### src/rtl/kpf_pkg.sv
// ----------------------------------------------------------------------------
// kpf_pkg: shared types and constants of the Kasiski period finder
// Payload structs, configuration register indexes and the command/status
// bundles between the controller and the datapath.
// ----------------------------------------------------------------------------
package kpf_pkg;

  localparam int MAX_TEXT  = 4096;
  localparam int MAX_NGRAM = 8;
  localparam int FIELD_MAX = 4095;

  localparam int CFG_DW  = 8;
  localparam int CFG_IW  = 1;
  localparam int FIELD_W = 12;

  localparam logic [CFG_IW-1:0] CFG_NGRAM_LEN  = 1'd0;
  localparam logic [CFG_IW-1:0] CFG_SKIP_COUNT = 1'd1;

  localparam logic [3:0] NGRAM_LEN_RESET  = 4'd3;
  localparam logic [7:0] SKIP_COUNT_RESET = 8'd0;

  typedef struct packed {
    logic [7:0] text_byte;
    logic       last_byte;
  } in_item_t;

  typedef struct packed {
    logic               repeat_found;
    logic [FIELD_W-1:0] period_gcd;
    logic [FIELD_W-1:0] distance_count;
    logic               text_overflow;
  } out_item_t;

  typedef struct packed {
    logic load;
    logic init;
    logic drop_skip;
    logic k_inc;
    logic skip_take;
    logic keep;
    logic gcd_step;
    logic next_off;
    logic next_start;
    logic clear;
  } cmd_t;

  typedef struct packed {
    logic too_short;
    logic skip_next;
    logic byte_eq;
    logic last_k;
    logic skips_nz;
    logic gcd_done;
    logic last_off;
    logic last_start;
    logic found;
  } status_t;

endpackage

### src/rtl/kpf_ctrl.sv
// ----------------------------------------------------------------------------
// kpf_ctrl: search sequencer of the Kasiski period finder
// Accepts bytes while idle, then steps the datapath through start
// positions, offsets, byte compares and GCD iterations.
// ----------------------------------------------------------------------------
module kpf_ctrl (
  input  logic             clk_i,
  input  logic             rst_ni,
  input  logic             start_i,
  input  logic             last_i,
  input  kpf_pkg::status_t status_i,
  output kpf_pkg::cmd_t    cmd_o,
  output logic             busy_o,
  output logic             done_o
);

  typedef enum logic [2:0] {
    S_IDLE,
    S_INIT,
    S_START,
    S_OFFSET,
    S_CMP,
    S_GCD,
    S_ADV,
    S_DONE
  } state_e;

  state_e state_q, state_d;
  logic   busy_q, done_q;

  always_comb begin
    state_d = state_q;
    cmd_o   = '0;
    case (state_q)
      S_IDLE: begin
        if (start_i) begin
          cmd_o.load = 1'b1;
          if (last_i) begin
            state_d = S_INIT;
          end
        end
      end
      S_INIT: begin
        cmd_o.init = 1'b1;
        state_d    = S_START;
      end
      S_START: begin
        state_d = status_i.too_short ? S_DONE : S_OFFSET;
      end
      S_OFFSET: begin
        // the read of the current byte pair is in flight here
        if (status_i.skip_next) begin
          cmd_o.drop_skip = 1'b1;
          state_d         = S_ADV;
        end else begin
          state_d = S_CMP;
        end
      end
      S_CMP: begin
        if (!status_i.byte_eq) begin
          state_d = S_ADV;
        end else if (!status_i.last_k) begin
          cmd_o.k_inc = 1'b1;
          state_d     = S_OFFSET;
        end else if (status_i.skips_nz) begin
          cmd_o.skip_take = 1'b1;
          state_d         = S_ADV;
        end else begin
          cmd_o.keep = 1'b1;
          state_d    = S_GCD;
        end
      end
      S_GCD: begin
        if (status_i.gcd_done) begin
          state_d = S_ADV;
        end else begin
          cmd_o.gcd_step = 1'b1;
        end
      end
      S_ADV: begin
        if (!status_i.last_off) begin
          cmd_o.next_off = 1'b1;
          state_d        = S_OFFSET;
        end else if (status_i.found || status_i.last_start) begin
          state_d = S_DONE;
        end else begin
          cmd_o.next_start = 1'b1;
          state_d          = S_OFFSET;
        end
      end
      S_DONE: begin
        cmd_o.clear = 1'b1;
        state_d     = S_IDLE;
      end
      default: begin
        state_d = S_IDLE;
      end
    endcase
  end

  always_ff @(posedge clk_i or negedge rst_ni) begin
    if (!rst_ni) begin
      state_q <= S_IDLE;
      busy_q  <= 1'b0;
      done_q  <= 1'b0;
    end else begin
      state_q <= state_d;
      busy_q  <= (state_d != S_IDLE);
      done_q  <= (state_d == S_DONE);
    end
  end

  assign busy_o = busy_q;
  assign done_o = done_q;

endmodule

### config.mk
export PLATFORM = sky130hd
export DESIGN_NAME = kpf_ctrl
export DESIGN_NICKNAME = d
export VERILOG_FILES = /design/src/rtl/kpf_pkg.sv /design/src/rtl/kpf_ctrl.sv
export SDC_FILE = /design/constraint.sdc
export NUM_CORES = 1
export LEC_CHECK = 0
export BUFFER_PORTS_ARGS = -buffer_cell sky130_fd_sc_hd__buf_4
export CAP_MARGIN = 5
export CORE_AREA = 3 3 40 42
export DETAILED_ROUTE_END_ITERATION = 16
export DIE_AREA = 0 0 43 45
export PLACE_DENSITY = 0.62
export SLEW_MARGIN = 20
export SYNTH_ARGS = -nofsm -noshare
export SYNTH_HDL_FRONTEND = slang
export SYNTH_SLANG_ARGS = --single-unit
### constraint.sdc
create_clock -name clk_i -period 4.65 [get_ports clk_i]
set_clock_uncertainty 0.15 [all_clocks]
set_input_delay 0.2325 -clock clk_i [delete_from_list [all_inputs] [get_ports clk_i]]
set_output_delay 0.2325 -clock clk_i [all_outputs]
set_load 0.02 [all_outputs]
==> impl_metrics.py <==
metrics = {
    "power": {
        "p_per_area_nw_per_um2": 553,
        "p_leak_nw": 0.297,
        "ir_worst_vdd_v": 0.000264,
    },
    "logic_synthesis": {
        "synthesis.nets": 59,
        "netlist_instances": 46,
        "seq_area_frac_synth_pct": 34.1,
        "avgSynthCellArea_um2": 7.97,
        "yosysUniqueCellTypes": 24,
        "synth_seq_cells": 5,
        "ys_warn_count": 0,
        "syn_area_um2": 367,
    },
    "routing": {
        "ant_nets": 0,
        "vias": 416,
        "dr.pass1.iters": 4,
        "drc_errors": 0,
        "wl_um": 1040,
        "drt_iter0_drc": 11,
        "viasPerCell": 4.78,
        "wl_per_cell_um": 11.9,
    },
    "clocking": {
        "cts.sinks": 5,
        "clk_transition_reported_paths_ns": 0.05,
        "clockBufferDepth": 2,
        "numCtsBuffers": 3,
        "insertion_delay_ns": 0.25,
        "htreeDepth": 1,
        "clockRootBuffer": "clkbuf_4",
        "cts_tree": "built",
        "cts_resized": 0,
    },
    "place": {
        "dpl-instance-area_um2": 544,
        "gp_congestion": 0.730,
        "portBuffers": 24,
        "place_hpwl_um": 818,
        "pre_cts_slack_ns": 3.05,
    },
    "timing": {
        "period_minus_slack_ns": 1.81,
        "finalHoldViolations": 0,
        "tightest_slew_ns": 0.433,
        "finalSetupTns_ns": 0,
        "grt_setup_unrepaired": "no",
        "slew_headroom_pct": 71.1,
        "setup_ws_ns": 2.84,
        "fmax_mhz": 554,
        "maxSlewViolCount": 0,
        "layout_worst_path_cycle_share_pct": 38.8,
        "setup_viol": 0,
    },
    "final_layout": {
        "drive_above_1_share_pct": 43.1,
        "fill_cells": 128,
        "final_common_cell": "buf_4",
        "nets": 86,
        "fin_area_um2": 581,
        "final_cell_mix": "24 x buf_4, 6 x nor2_1, 5 x inv_1, 5 x dfrtp_1",
        "antenna_cells": 0,
        "regArea_um2": 125,
        "syn_to_final_growth_pct": 58.4,
        "multi_input_area_um2": 198,
    },
    "grt": {
        "grt_use_met2_pct": 16.8,
        "grtUsageTotal_pct": 11.6,
        "grt_pass1_wl_um": 1600,
        "met3_usage_pct": 3.98,
        "grt_pass1_vias": 400,
        "grt_overflow": 0,
        "antenna_found_initial": 0,
        "grt-busiest-layer": "met2",
        "grt_max_degree": 13,
        "groute.layer.met1.usage_pct": 13.4,
    },
    "min_path": {
        "hold_path.class": "in2async",
    },
    "die": {
        "die_height_um": 45,
        "core_area_um2": 1280,
        "die_x_um": 43,
        "io_pins": 25,
        "die_area_um2": 1940,
        "initial_core_util_pct": 28.5,
        "num_rows": 13,
    },
    "status": {
        "status": "completed",
    },
    "setup_path": {
        "r2r_start": "state_q[2]",
        "arrival_ns": 1.42,
        "startpoint": "state_q[2]",
        "worstPathRequired_ns": 4.27,
        "crit_path_end_kind": "output port",
        "rrSetupSlack_ns": 3.04,
        "crit_fanout": 10,
        "cp-endpoint": "cmd_o[1]",
        "reg2reg_depth": 4,
        "path_class": "reg2out",
        "worst_r2r_endpoint": "busy_o",
        "critPathLaunchType": "flip-flop",
    },
    "run": {
        "drv_cap": 0,
    },
}
-- cell type report --
cell class              instances  area share [%]
well taps                      15            3.23
multi-input cells              32            34.1
repair buffers                 25            32.8
inverters                       6            3.88
clock buffers                   4            4.53
flip-flops and latches          5            21.6
-- routing by layer --
metal | vias to the layer above | wire [um]
met1 | 185 | 435
met4 | 0 | 35
met2 | 13 | 497
met3 | 5 | 69
met5 | - | 0
li1 | 213 | -
-- synth_stat cells (all sizes together) --
cell    count  area (um^2)
a21o        1         7.51
nor3        4         20.0
a222oi      1         10.0
a311o       1         10.0
inv         6         22.5
dfrtp       5          125
nand3       2         10.0
o211ai      1         7.51
nand2       4         15.0
a21oi       1         8.76
nor2b       1         8.76
nand2b      2         12.5
and4        1         8.76
nor2        6         22.5
and3b       1         8.76
o31ai       1         7.51
and3        1         6.26
nor4        1         6.26
buf         3         21.3
o221a       1         11.3
nor4b       1         8.76
nand3b      1         7.51
-- worst max-delay path, stage by stage (launching register included) --
cell	delay (ns)
dfrtp_1	0.49
nor2b_2	0.22
nand3_1	0.11
nor3_1	0.18
buf_4	0.18
-- metrics by stage --
stage / hold slack [ns] / cells / util [%] / total power (W)
5_1_grt: 0.171 / 87 / 45.2 / 0.000349
3_5_place_dp: -0.113 / 82 / 42.4 / 0.000271
3_3_place_gp: -0.115 / 82 / 42.4 / 0.000268
4_1_cts: 0.164 / 87 / 45.2 / 0.000326
2_1_floorplan: -0.213 / 46 / - / 0.000222
6_report: 0.169 / 87 / 45.2 / 0.000321
-- flip-flops by register name (all words and copies together) (netlist names) --
name and count:
busy_o 1, done_o 1, state_q 3
-- repair_timing --
action,4_1_cts,5_1_grt
buffers inserted,0,0
hold endpoints to repair,5,0
hold buffers,1,0
-- how the worst min path moves through the flow --
stage | start | end | slack (ns)
after floorplan | rst_ni | busy_o | -0.21
after global placement | rst_ni | state_q[1] | -0.12
after detailed placement | rst_ni | state_q[2] | -0.11
after CTS | rst_ni | state_q[2] | 0.16
after global routing | rst_ni | state_q[2] | 0.17
final | rst_ni | state_q[2] | 0.17
-- cells by family after synthesis --
kind of cell / Yosys count / share of synthesized area [%]
simple gates: 25 / 36.9
buf+inv: 9 / 11.9
compound gates: 7 / 17.1
flops: 5 / 34.1
-- where the power goes --
| group | internal [W] | total, W | switching, W |
|---|---|---|---|
| clock network | 0.0000325 | 0.0000510 | 0.0000185 |
| logic | 0.0000783 | 0.000167 | 0.0000888 |
| registers | 0.0000638 | 0.000103 | 0.0000391 |
| total | 0.000175 | 0.000321 | 0.000146 |
Note: power is estimated with default switching activity, not from simulation.
